--- config.mk ---
export PLATFORM = sky130hd
export DESIGN_NAME = tsa_frac_div
export DESIGN_NICKNAME = d
export VERILOG_FILES = /design/src/rtl/tsa_pkg.sv /design/src/rtl/tsa_frac_div.sv
export SDC_FILE = /design/constraint.sdc
export NUM_CORES = 1
export LEC_CHECK = 0
export ABC_AREA = 1
export BUFFER_PORTS_ARGS = -buffer_cell sky130_fd_sc_hd__buf_2
export CORE_UTILIZATION = 60
export DETAILED_ROUTE_END_ITERATION = 16
export HOLD_SLACK_MARGIN = 0.06
export PLACE_DENSITY = 0.81
export SLEW_MARGIN = 15
export SYNTH_ARGS = -nofsm -noshare
export SYNTH_HDL_FRONTEND = slang
export SYNTH_SLANG_ARGS = --single-unit
--- constraint.sdc ---
create_clock -name clk -period 6 [get_ports clk]
set_input_delay 1.8 -clock clk [delete_from_list [all_inputs] [get_ports clk]]
set_output_delay 1.8 -clock clk [all_outputs]
set_load 0.03 [all_outputs]
--- src/rtl/tsa_pkg.sv ---
`timescale 1ns / 1ps

package tsa_pkg;

	// Array geometry.
	localparam int TOPICS  = 16;
	localparam int VOCAB   = 1024;
	localparam int CLASSES = 8;

	localparam int WORD_DEPTH  = TOPICS * VOCAB;
	localparam int CLASS_DEPTH = TOPICS * CLASSES;
	localparam int CLEAR_DEPTH = (WORD_DEPTH > CLASS_DEPTH) ? WORD_DEPTH : CLASS_DEPTH;

	localparam int TOPIC_AW = $clog2(TOPICS);
	localparam int WORD_AW  = $clog2(WORD_DEPTH);
	localparam int CLASS_AW = $clog2(CLASS_DEPTH);
	localparam int SWEEP_W  = $clog2(CLEAR_DEPTH);

	// Field widths of the item and result words.
	localparam int OP_W     = 2;
	localparam int TOPIC_W  = 4;
	localparam int WORDF_W  = 10;
	localparam int CLASSF_W = 3;
	localparam int RESP_W   = 16;
	localparam int COUNT_W  = 16;
	localparam int ETA_W    = 32;

	// Arithmetic widths.
	localparam int ACC_W     = 48;
	localparam int PROD_W    = RESP_W + COUNT_W;
	localparam int FRAC_W    = ACC_W + 1;
	localparam int FRAC_BITS = 16;
	localparam int QUOT_W    = FRAC_BITS + 1;
	localparam int ITER_W    = $clog2(FRAC_BITS + 1);

	typedef logic [ACC_W-1:0]    acc_t;
	typedef logic [PROD_W-1:0]   prod_t;
	typedef logic [FRAC_W-1:0]   frac_t;
	typedef logic [QUOT_W-1:0]   quot_t;
	typedef logic [TOPIC_AW-1:0] topic_addr_t;
	typedef logic [WORD_AW-1:0]  word_addr_t;
	typedef logic [CLASS_AW-1:0] class_addr_t;
	typedef logic [SWEEP_W-1:0]  sweep_t;

	localparam quot_t ONE_Q16 = quot_t'(1) << FRAC_BITS;

	typedef enum logic [OP_W-1:0] {
		OP_ACCUMULATE = 2'd0,
		OP_READ_WORD  = 2'd1,
		OP_READ_CLASS = 2'd2,
		OP_CLEAR      = 2'd3
	} op_t;

	typedef enum logic [2:0] {
		ST_CLEAR,
		ST_IDLE,
		ST_ACC_WR,
		ST_RD_DATA,
		ST_DIV
	} state_t;

	// Write side of the statistics store.
	typedef struct packed {
		logic        word_we;
		logic        class_we;
		logic        row_we;
		logic        row_clr;
		word_addr_t  word_addr;
		class_addr_t class_addr;
		topic_addr_t topic;
		acc_t        word_data;
		acc_t        class_data;
		acc_t        word_row_data;
		acc_t        class_row_data;
	} store_wr_t;

	// Registered read data of the statistics store.
	typedef struct packed {
		acc_t word_entry;
		acc_t class_entry;
		acc_t word_row;
		acc_t class_row;
	} store_rd_t;

	typedef struct packed {
		logic  start;
		logic  empty;
		frac_t num;
		frac_t den;
	} div_req_t;

	typedef struct packed {
		logic  done;
		logic  empty;
		quot_t value;
	} div_rsp_t;

endpackage

--- src/rtl/tsa_frac_div.sv ---
`timescale 1ns / 1ps

module tsa_frac_div (
	input  logic               clk,
	input  logic               arst_n,
	input  tsa_pkg::div_req_t  req,
	output tsa_pkg::div_rsp_t  rsp
);

	logic                        busy_q;
	logic                        done_q;
	logic [tsa_pkg::ITER_W-1:0]  iter_q;
	tsa_pkg::frac_t              rem_q;
	tsa_pkg::frac_t              den_q;
	tsa_pkg::quot_t              quot_q;
	logic                        empty_q;

	logic [tsa_pkg::FRAC_W:0]    rem_shift;
	logic [tsa_pkg::FRAC_W:0]    rem_diff;
	logic                        take;

	// One restoring step per cycle: shift, compare, subtract.
	always_comb begin
		rem_shift = {rem_q, 1'b0};
		rem_diff  = rem_shift - {1'b0, den_q};
		take      = rem_shift >= {1'b0, den_q};
	end

	always_ff @(posedge clk or negedge arst_n) begin
		if (!arst_n) begin
			busy_q <= 1'b0;
			done_q <= 1'b0;
			iter_q <= '0;
		end else if (req.start) begin
			if (req.empty || req.num >= req.den) begin
				busy_q <= 1'b0;
				done_q <= 1'b1;
			end else begin
				busy_q <= 1'b1;
				done_q <= 1'b0;
				iter_q <= tsa_pkg::ITER_W'(tsa_pkg::FRAC_BITS);
			end
		end else if (busy_q) begin
			iter_q <= iter_q - 1'b1;
			if (iter_q == tsa_pkg::ITER_W'(1)) begin
				busy_q <= 1'b0;
				done_q <= 1'b1;
			end
		end
	end

	always_ff @(posedge clk) begin
		if (req.start) begin
			rem_q   <= req.num;
			den_q   <= req.den;
			empty_q <= req.empty;
			if (req.empty) begin
				quot_q <= '0;
			end else if (req.num >= req.den) begin
				quot_q <= tsa_pkg::ONE_Q16;
			end else begin
				quot_q <= '0;
			end
		end else if (busy_q) begin
			rem_q  <= take ? rem_diff[tsa_pkg::FRAC_W-1:0] : rem_shift[tsa_pkg::FRAC_W-1:0];
			quot_q <= {quot_q[tsa_pkg::QUOT_W-2:0], take};
		end
	end

	assign rsp = {done_q, empty_q, quot_q};

endmodule

**After elaboration in Yosys (flattened, before gate mapping)**

Cells that the tools add are included.

- Bits in registers: 123
- Word-level logic and storage cells: 36

- Add/subtract/negate cells: 2
- Magnitude comparators: 2
- Eq/ne operators: 2
- Mux-type cells: 18
- Reduce and logical (&&, ||, !) cells: 5

Operators with widths:

| operator | number |
|---|---|
| two-way mux 49 bit | 3 |
| two-way mux 17 bit | 4 |
| greater-or-equal comparator 50 x 49 -> 1 bit | 1 |
| greater-or-equal comparator 49 bit | 1 |
| subtractor 49 bit | 1 |
| two-way mux 5 bit | 3 |
| two-way mux 1 bit | 8 |
| == test 5 x 1 -> 1 bit (second input constant) | 1 |
| subtractor 5 x 1 -> 5 bit (second input constant) | 1 |
| AND reduction 2 bit | 2 |
| nonzero test 2 bit | 2 |
| inequality test 2 bit (second input constant) | 1 |
| logical OR 1 bit | 1 |

**Logic depth before layout (Yosys ltp)**

Gate-level depths: netlist (run 1).

- Word-level depth: 4
- Mapped depth: 17
- Depth with buffers taken out: 17

**Least setup slack after synthesis (run 1)**

Ideal clock, no wire load.

- Path kind: input to register
- Start point: in req[99] (netlist name)
- End point: reg quot_q[0] (enable)
- Library setup time: 0.701 ns
- Data arrival time: 3.621 ns
- Data required time: 5.299 ns
- Path slack: 1.678 ns
- Stages: 4
- Cells stage by stage: inv_1 clkbuf_1 clkbuf_1 nand2_1

- Longest elaborated chain between the ends: 1

RTL lines:

| what | line | RTL |
|---|---|---|
| from (decl) | tsa_frac_div.sv:6 | `input tsa_pkg::div_req_t req,` |
| nonzero test 2 bit (no line) | -- |  |
| to (signal assigned) | tsa_frac_div.sv:60 | `quot_q <= tsa_pkg::ONE_Q16;` |
| to (signal assigned) | tsa_frac_div.sv:66 | `quot_q <= {quot_q[tsa_pkg::QUOT_W-2:0], take};` |
| to (decl) | tsa_frac_div.sv:15 | `tsa_pkg::quot_t quot_q;` |

Every way passes these cells.
A chain may end at the register's enable or synchronous reset.

**Final worst setup path (run 1)**

- Start point: in req[48] (netlist name)
- End point: reg iter_q[4] (netlist name)

- Longest elaborated chain between the ends: 4

RTL lines:

| what | line | RTL |
|---|---|---|
| greater-or-equal comparator 49 bit | tsa_frac_div.sv:35 | `if (req.empty \|\| req.num >= req.den) begin` |
| logical OR 1 bit | tsa_frac_div.sv:35 |  |
| inequality test 2 bit (no line) | -- |  |
| AND reduction 2 bit (no line) | -- |  |
| to (signal assigned) | tsa_frac_div.sv:41 | `iter_q <= tsa_pkg::ITER_W'(tsa_pkg::FRAC_BITS);` |
| to (signal assigned) | tsa_frac_div.sv:44 | `iter_q <= iter_q - 1'b1;` |
| to (decl) | tsa_frac_div.sv:12 | `logic [tsa_pkg::ITER_W-1:0] iter_q;` |

Every way passes these cells.

==> flow_results.org, run 1 <==
** Setup path
- Counting cells, the worst reg-to-reg path comes to 13.
- Tracing the worst setup path back leads to its startpoint at req[48].
- STA puts the critical path data arrival time at 3.94 ns.
- The critical path contains buffers and inverters numbering 2 combined.
- By instance count, the cell type seen most on the critical path is sky130_fd_sc_hd__nand2_1.
- Crit Path Category :: in2reg
- STA puts the critical path data required time at 6.31 ns.
- The worst register-to-register path has a setup slack of 2.49 ns.
- For this run, the slowest stage of the critical path takes 0.39 ns.
- Launch point of the worst reg-to-reg path :: rem_q[15]$_DFFE_PP_
- Number of logic stages on the critical path including buffering :: 13
- STA classifies the critical path endpoint as a flop.
- Among all stages on the critical path, the largest delay is contributed by sky130_fd_sc_hd__nor3b_1.
- The critical path ends at iter_q[4]$_DFFE_PN0P_.
- Reg-to-Reg End :: rem_q[36]$_DFFE_PP_
- Critical-path maximum fanout :: 8
- Traced cell by cell, the critical path runs through buf_2 -> inv_1 -> ha_1 -> nand2_1 -> nor2_1 -> nor3b_1 -> nand2_1 -> nor2_1 -> nand2_1 -> nand4_1 -> nand2_1 -> nand2_1 -> nand2_1.
- Category of the worst setup path launch point :: primary input
- Top cell family by delay on the critical path :: simple AND/OR/NAND/NOR gates

** Die
- Starting Density :: 0.6210
- Measured along the x axis, the die boundary spans 139.3 um.
- Full die area :: 19400 sq um
- In this run the standard cell core region covers 18210 sq um.
- The floorplan step set the die height to 139.3 um.
- Row cnt :: 49
- Pin placement for this block handled 121 I/O pins.

** Yosys
- Post-synthesis average cell area :: 6.536 sq um
- Synthesis produced a netlist with a net count of 1933.
- Library cell occupying the most area in the post-synthesis netlist :: sky130_fd_sc_hd__edfxtp_1
- Mapped cell area :: 11310 sq um
- The synthesized design contains 123 register bits.
- Yosys warning count :: 0
- Synthesis produced 1730 cells.
- Unique cell type count in the Yosys netlist :: 39
- The share of synthesized area in the top cell type comes to 0.3081.
- Sequential fraction of the synthesis area :: 0.3236
- Top cells by area in the synthesized netlist :: sky130_fd_sc_hd__edfxtp_1, sky130_fd_sc_hd__nand2_1, sky130_fd_sc_hd__inv_1

** Flow run
- Max-cap violation count :: 0

** Final layout
- Of the cells placed in the final design, the portion with a size suffix greater than 1 is 0.1001.
- The net count of the finished layout is 2049.
- Final cell utilization of the core :: 0.6967
- Total area of multi-input combinational cells :: 6078 sq um
- Relative to the synthesized area, the layout overhead comes to 12.19%.
- The filler cells instantiated in the layout total 1601.
- Ant diodes :: 0
- The sequential cells in the finished layout cover a total of 3659 sq um.

** Clock network
- Number of sinks on the clock net :: 123
- Counting along the longest clock path gives a buffer depth of 2.
- Total of hold buffers inserted after clock tree synthesis :: 0
- Clock-pin slew was measured on the worst setup and hold paths at 0.06 ns.
- Once the clock tree was built, the resizer swapped 0 gates to a different size.
- The root buffer cell chosen for the clock tree is sky130_fd_sc_hd__clkbuf_16.
- Post-CTS setup buffer count :: 0
- Counting the buffers created by CTS gives 17.
- CTS tree :: done
- Clock latency at the later pin of the worst-skew pair :: 0.43 ns
- Clock H-tree levels :: 4

** Drt
- DR vias :: 10962
- Total iterations of the first detailed-routing run :: 5
- Routed wire length per instance :: 15.63 um
- After the first detailed-routing iteration, the DRC count stood at 934.
- Via density per instance :: 5.250
- DRC Markers :: 0
- Once detail routing completed, the nets flagged for antenna violations numbered 0.
- Post-detailed-routing wire length :: 32630 um

** GRT
- Residual overflow from global routing :: 0
- The first global-routing pass estimated 52090 um of wire.
- The initial antenna violation count was 0.
- Largest net degree at the start of global routing :: 80
- Number of global-route vias before repair :: 10364
- For this run, the total global-route usage over all layers was measured as 0.3464.

** Timing
- Setup Skew :: 0.009385 ns
- Pin slew with the least headroom to its limit :: 0.9207 ns
- Min Clock Period, post-route :: 3.628 ns
- The max-slew violation total from the final report is 0.
- Setup repair after global routing left no endpoint under its margin.
- Final hold violations :: 0
- Final total negative setup slack :: 0 ns
- Timing would allow up to 275.6 MHz.
- Setup violations remaining at the end of the flow were counted as 0.
- Final WS setup :: 2.372 ns
- Hold slack :: 0.5125 ns
- Dividing the final minimum period by the clock period gives 0.6047.
- Headroom to the max-slew limit came out at 0.3840.

** Placement
- Number of buffers added on ports :: 120
- Prior to clock tree synthesis, the placed netlist has a worst setup slack of 1.906 ns.
- HPWL after detailed placement :: 25760 um
- RePlAce Congestion :: 0.9867

** Run status
- Outcome :: finished clean

** Power and ir drop
- Leak pwr :: 7.267 nW
- Dividing total power by cell area gives a power density of 370.2 nW/um^2.
- The worst-case IR drop observed on VDD is 0.2254 mV.
- Total power :: 4.696 mW

** Min path
- The min-delay analysis places its worst path in the category reg2reg.
-- metrics by stage --
step,instance area (sq um),cells
3_3_place_gp,12090,2056
2_1_floorplan,11310,1730
3_5_place_dp,12090,2056
6_report,12690,2088
5_1_grt,12690,2088
4_1_cts,12690,2088
-- tightest hold or removal path, delay by kind of cell, from the launching register on --
family                 cells  cell delay, ns
flip-flops                 1            0.33
AO/OA/AOI/OAI              1            0.09
buffers and inverters      1            0.06
-- sequential cells by signal, indices dropped and copies added (netlist names) --
name and count:
empty_q 1, busy_q 1, den_q 49, done_q 1, quot_q 17, rem_q 49
iter_q 5
-- layout by cell type (no fill, tap or decap), types with 5 or more instances in the layout --
cell / Yosys / layout
sky130_fd_sc_hd__o21ai_0: 7 / 7
sky130_fd_sc_hd__nand2_1: 688 / 687
sky130_fd_sc_hd__a21oi_1: 44 / 44
sky130_fd_sc_hd__inv_1: 376 / 376
sky130_fd_sc_hd__nor2_1: 122 / 122
sky130_fd_sc_hd__edfxtp_1: 116 / 116
sky130_fd_sc_hd__inv_6: 0 / 6
sky130_fd_sc_hd__inv_2: 6 / 6
sky130_fd_sc_hd__ha_1: 100 / 100
sky130_fd_sc_hd__buf_2: 3 / 119
sky130_fd_sc_hd__nor2_2: 7 / 7
sky130_fd_sc_hd__nand3b_1: 39 / 39
sky130_fd_sc_hd__xnor2_1: 22 / 22
sky130_fd_sc_hd__clkbuf_16: 0 / 19
sky130_fd_sc_hd__nand3_1: 102 / 102
sky130_fd_sc_hd__buf_4: 2 / 5
sky130_fd_sc_hd__dfrtp_1: 7 / 7
sky130_fd_sc_hd__nand4_1: 25 / 25
sky130_fd_sc_hd__and2_1: 6 / 6
-- cells by family after synthesis --
kind of cell	share of synthesized area
buffers and inverters	0.1391
AOI/OAI and AO/OA	0.02855
xor gates and xnor gates	0.01782
adders and majority gates	0.1124
and+or+nand+nor	0.3786
DFF	0.3236
-- worst min-delay path by stage --
stage	startpoint	endpoint	slack, ns	depth (start not counted)
after floorplan	done_q$_DFFE_PN0P_	done_q$_DFFE_PN0P_	0.47	2
after global placement	busy_q$_DFF_PN0_	iter_q[0]$_DFFE_PN0P_	0.50	2
after detailed placement	done_q$_DFFE_PN0P_	done_q$_DFFE_PN0P_	0.50	2
after CTS	done_q$_DFFE_PN0P_	done_q$_DFFE_PN0P_	0.52	2
after global routing	done_q$_DFFE_PN0P_	done_q$_DFFE_PN0P_	0.54	2
final	done_q$_DFFE_PN0P_	done_q$_DFFE_PN0P_	0.51	2
-- final cells by class --
| cell class | instances | area share |
|---|---|---|
| Clock buffer | 19 | 0.03748 |
| Clock inverter | 13 | 0.009173 |
| Inverter | 383 | 0.1133 |
| Multi-Input combinational cell | 1197 | 0.4791 |
| Sequential cell | 123 | 0.2884 |
| Tap cell | 229 | 0.02259 |
| Timing Repair Buffer | 124 | 0.04991 |
-- per-layer routing --
metal,routed length (um),track usage,vias up
li1,-,-,5555
met1,14850,0.4800,4933
met2,14700,0.5512,425
met3,2355,0.05678,49
met4,726,0.1158,0
met5,0,0,-
-- power by group --
| part | switching, mW | internal [mW] |
|---|---|---|
| Combinational | 1.60 | 0.789 |
| Clock | 0.452 | 0.595 |
| Sequential | 0.0951 | 1.16 |
| Total | 2.15 | 2.55 |
-- cells in the mapped netlist, drive strengths merged --
library cell,n
ha,100
fa,1
o21bai,1
and3,2
clkbuf,15
nand3b,40
nand2,693
nand4,25
nor3,3
a21oi,45
and2,6
a21boi,2
nor2,133
o21a,1
clkinv,1
xnor2,22
o21ai,7
a21o,3
xor2,1
nor3b,1
o22ai,1
inv,382
or2,3
dfrtp,7
nor4,3
buf,12
edfxtp,116
nand3,104
(Power assumes the default switching activity.)
==> inputs of run 2 (changes only) <==
- clock period: 6 -> 3.65 ns (I/O delays scaled with it)
==> run 2 against run 1 <==
  * Sequential cell count did not move
  * Count of clock-buffer cells in the layout shrank 1
  * Via count rose by 0.60%
  * Clock power is 64% higher
  * Register-to-register slack got worse by 1.8 ns
  * Worst hold slack got worse by 0.032 ns
  * Clock skew is 0.0043 ns higher
  * Cell count increased by 0.29%
  * Design area rose by 0.64%
  * Non-clock buffer count rose by 6
  * Critical path depth rose by 2
  * Total power is 65% higher
  * Largest cell class unchanged
  * Highest routed layer unchanged
==> flow_results.org, run 2 (same netlist as run 1, synthesis figures left out) <==
** Run status
- Outcome :: finished clean (unchanged)

** GRT
- The initial antenna violation count is 0 (unchanged).
- Residual overflow from global routing :: 0 (unchanged)
- The pin count of the biggest net entering global routing was 72 (was 80).
- Number of global-route vias before repair :: 10521 (was 10364)
- The overall fraction of global-route tracks in use came to 0.3502 (was 0.3464).
- Global-route wire length before repair :: 52420 um (was 52090 um)

** Setup path
- Cell chain of the critical path: ha_1 -> nand2_2 -> inv_1 -> nand2_1 -> nand2_1 -> inv_2 -> nand3_2 -> nand2_2 -> nand2_2 -> nand3b_4 -> nand2_4 -> nand2_4 -> nand2_1 -> nand2_1 -> nand2_1 (was buf_2 -> inv_1 -> ha_1 -> nand2_1 -> nor2_1 -> nor3b_1 -> nand2_1 -> nor2_1 -> nand2_1 -> nand4_1 -> nand2_1 -> nand2_1 -> nand2_1).
- Critical Path Sink Type :: flop (unchanged)
- Reg2reg path depth :: 15 (was 13)
- Critical-path maximum fanout :: 30 (was 8)
- The cell repeated most along the worst path was sky130_fd_sc_hd__nand2_1 (unchanged).
- The largest incremental delay on the critical path was 0.40 ns (was 0.39 ns).
- Launch point of the worst reg-to-reg path :: rem_q[7]$_DFFE_PP_ (was rem_q[15]$_DFFE_PP_)
- Reg-to-Reg End :: rem_q[36]$_DFFE_PP_ (unchanged)
- Crit Path Category :: reg2reg (was in2reg)
- The flop-to-flop setup slack came to 0.68 ns (was 2.49 ns).
- Worst Path Required :: 3.82 ns (was 6.31 ns)
- The slowest library cell on the worst path is sky130_fd_sc_hd__ha_1 (was sky130_fd_sc_hd__nor3b_1).
- The startpoint class of the critical path was a flop (was primary input).
- Arrival time worst endpoint :: 3.14 ns (was 3.94 ns)

** Clock network
- Number of gates resized after cts :: 0 (unchanged)
- Total of hold buffers inserted after clock tree synthesis :: 0 (unchanged)
- The CTS root buffer was sky130_fd_sc_hd__clkbuf_16 (unchanged).
- The largest buffer count on any clock path came to 2 (unchanged).
- The clock net sink count was 123 (unchanged).
- The source-to-sink clock delay at the later pin of the worst-skew pair is 0.43 ns (about the same).
- The CTS tree is done (unchanged).
- The buffer count from post-CTS setup fixing was 0 (unchanged).
- The total CTS buffers is 17 (unchanged).
- The number of H-tree levels is 4 (unchanged).
- The clock transition at the registers of the reported paths is 0.07 ns (was 0.06 ns).

** Timing
- Peak Freq :: 336.5 MHz
- Final hold violations :: 0 (unchanged)
- Final total negative setup slack :: 0 ns (unchanged)
- Tightest slew margin relative to the limit :: 0.4590 (was 0.3840)
- Min Clock Period, post-route :: 2.971 ns
- Setup repair after global routing missed its margin :: no (unchanged)
- The number of setup violations in the final report is 0 (unchanged).
- The max-slew violation total from the final report was 0 (unchanged).
- The worst-case clock skew came to 0.01367 ns (was 0.009385 ns).
- Pin slew with the least headroom to its limit :: 0.8115 ns (was 0.9207 ns)
- Ratio of final minimum period to clock period :: 0.8141

** Die
- The I/O pin count is 121 (unchanged).
- Starting Density :: 0.6210 (unchanged)
- Core Area :: 18210 sq um (unchanged)
- Vert. Die Dim :: 139.3 um (unchanged)
- The row count is 49 (unchanged).
- The width of the die is 139.3 um (unchanged).
- The die area is 19400 sq um (unchanged).

** Final layout
- The count of antenna diodes in the layout came to 0 (unchanged).
- Most common library cell in the layout ignoring fill and taps :: sky130_fd_sc_hd__nand2_1 (unchanged)
- Final-layout fill cell count :: 1627 (was 1601)
- Top library cells by usage in the layout, fill and taps aside: sky130_fd_sc_hd__nand2_1, sky130_fd_sc_hd__inv_1, sky130_fd_sc_hd__nor2_1, sky130_fd_sc_hd__buf_2, sky130_fd_sc_hd__edfxtp_1 (unchanged).
- Top Registers: den_q (49), rem_q (49), quot_q (17) (unchanged).
- Final cell utilization of the core :: 0.7012 (was 0.6967)
- The relative area change from synthesis to final layout was 12.91% (was 12.19%).
- The final non-filler cell total came to 2094 (was 2088).
- Proportion of layout cells with a drive suffix above 1 :: 0.1029 (was 0.1001)
- The final-stage net count was 2055 (was 2049).

** Placement
- RePlAce Congestion :: 0.9933 (was 0.9867)
- HPWL after detailed placement :: 26080 um (was 25760 um)
- Number of buffers added on ports :: 120 (unchanged)
- The total placed cells including tap cells was 2062 (was 2056).

** Power and ir drop
- The share of total power consumed by net switching was 0.4611 (was 0.4579).
- Total power :: 7.761 mW (was 4.696 mW)
- Net Switching :: 3.579 mW (was 2.150 mW)
- The maximum VDD drop is 0.3100 mV (was 0.2254 mV).
- The total leakage power was 7.304 nW (was 7.267 nW).
- The combinational share of power was 0.514 (was 0.509).
- Clock Power Share :: 0.221 (was 0.223)
- Total power divided by cell area :: 607.9 nW/um^2 (was 370.2 nW/um^2)
- Internal power summed over all cells :: 4.183 mW (was 2.546 mW)
- The sequential group share of total power was 0.265 (was 0.268).

** Min path
- The path class of the lowest-slack min-delay path is in2async (was reg2reg).

** Drt
- Antenna Violating Nets Remaining :: 0 (unchanged)
- The first-pass iteration count of the detailed router is 8 (was 5).
- The number of vias in the routed layout came to 11028 (was 10962).
- DRC Markers :: 0 (unchanged)
- The wire length per cell was 15.66 um (was 15.63 um).
- DRC marker count from the first detailed-route iteration :: 1091 (was 934)
- The final routed wirelength across all metal layers came to 32800 um (was 32630 um).
- The ratio of routed vias to standard cells came to 5.266 (was 5.250).

** Flow run
- The count of maximum capacitance violations is 0 (unchanged).
run 2: layout make-up:
class                   count  area, sq um  share of cell area
flip-flops and latches    123         3659              0.2866
well taps                 229        286.5             0.02244
clock inverters            14        140.1             0.01098
repair buffers            130        715.7             0.05606
inverters                 383         1438              0.1126
multi-input cells        1197         6078              0.4761
clock buffers              18        450.4             0.03528
run 2: critical path, delay by kind of cell (launching register included):
family                     cells  cell delay (ns)
and+or+nand+nor               12             1.75
DFF                            1             0.39
buffers and inverters          2             0.15
adders and majority gates      1             0.40
run 2: worst max-delay path by stage:
stage,start,to,slack (ns),depth (start not counted)
floorplan,req[99],quot_q[0]$_SDFFCE_PP0P_,0.03,4
global placement,req[48],iter_q[4]$_DFFE_PN0P_,0.43,13
detailed placement,req[48],iter_q[3]$_DFFE_PN0P_,0.41,13
CTS,rem_q[7]$_DFFE_PP_,rem_q[39]$_DFFE_PP_,0.72,15
global route,rem_q[7]$_DFFE_PP_,rem_q[44]$_DFFE_PP_,0.53,15
finish,rem_q[7]$_DFFE_PP_,rem_q[36]$_DFFE_PP_,0.68,15
run 2: power by group through the flow:
stage	combinational, mW	sequential [mW]	clock, mW
4_1_cts	3.92	2.05	1.73
5_1_grt	4.45	2.08	1.78
3_5_place_dp	3.87	2.08	0
2_1_floorplan	2.77	2.09	0
6_report	3.99	2.06	1.72
3_3_place_gp	3.80	2.07	0
run 2: metrics by stage:
stage          area, sq um  hold WS (ns)  setup WS [ns]
2_1_floorplan        11310        0.4662        0.03346
4_1_cts              12770        0.4758         0.7182
6_report             12770        0.4802         0.6785
3_3_place_gp         12180        0.4937         0.4303
5_1_grt              12770        0.4852         0.5302
3_5_place_dp         12180        0.4865         0.4098
run 2: routing by layer:
metal  vias up  part of all wire  track usage
met4         0             0.024       0.1135
met1      5002              0.45       0.4790
li1       5558                 -            -
met3        55             0.080      0.06125
met2       413              0.45       0.5628
met5         -                 0            0
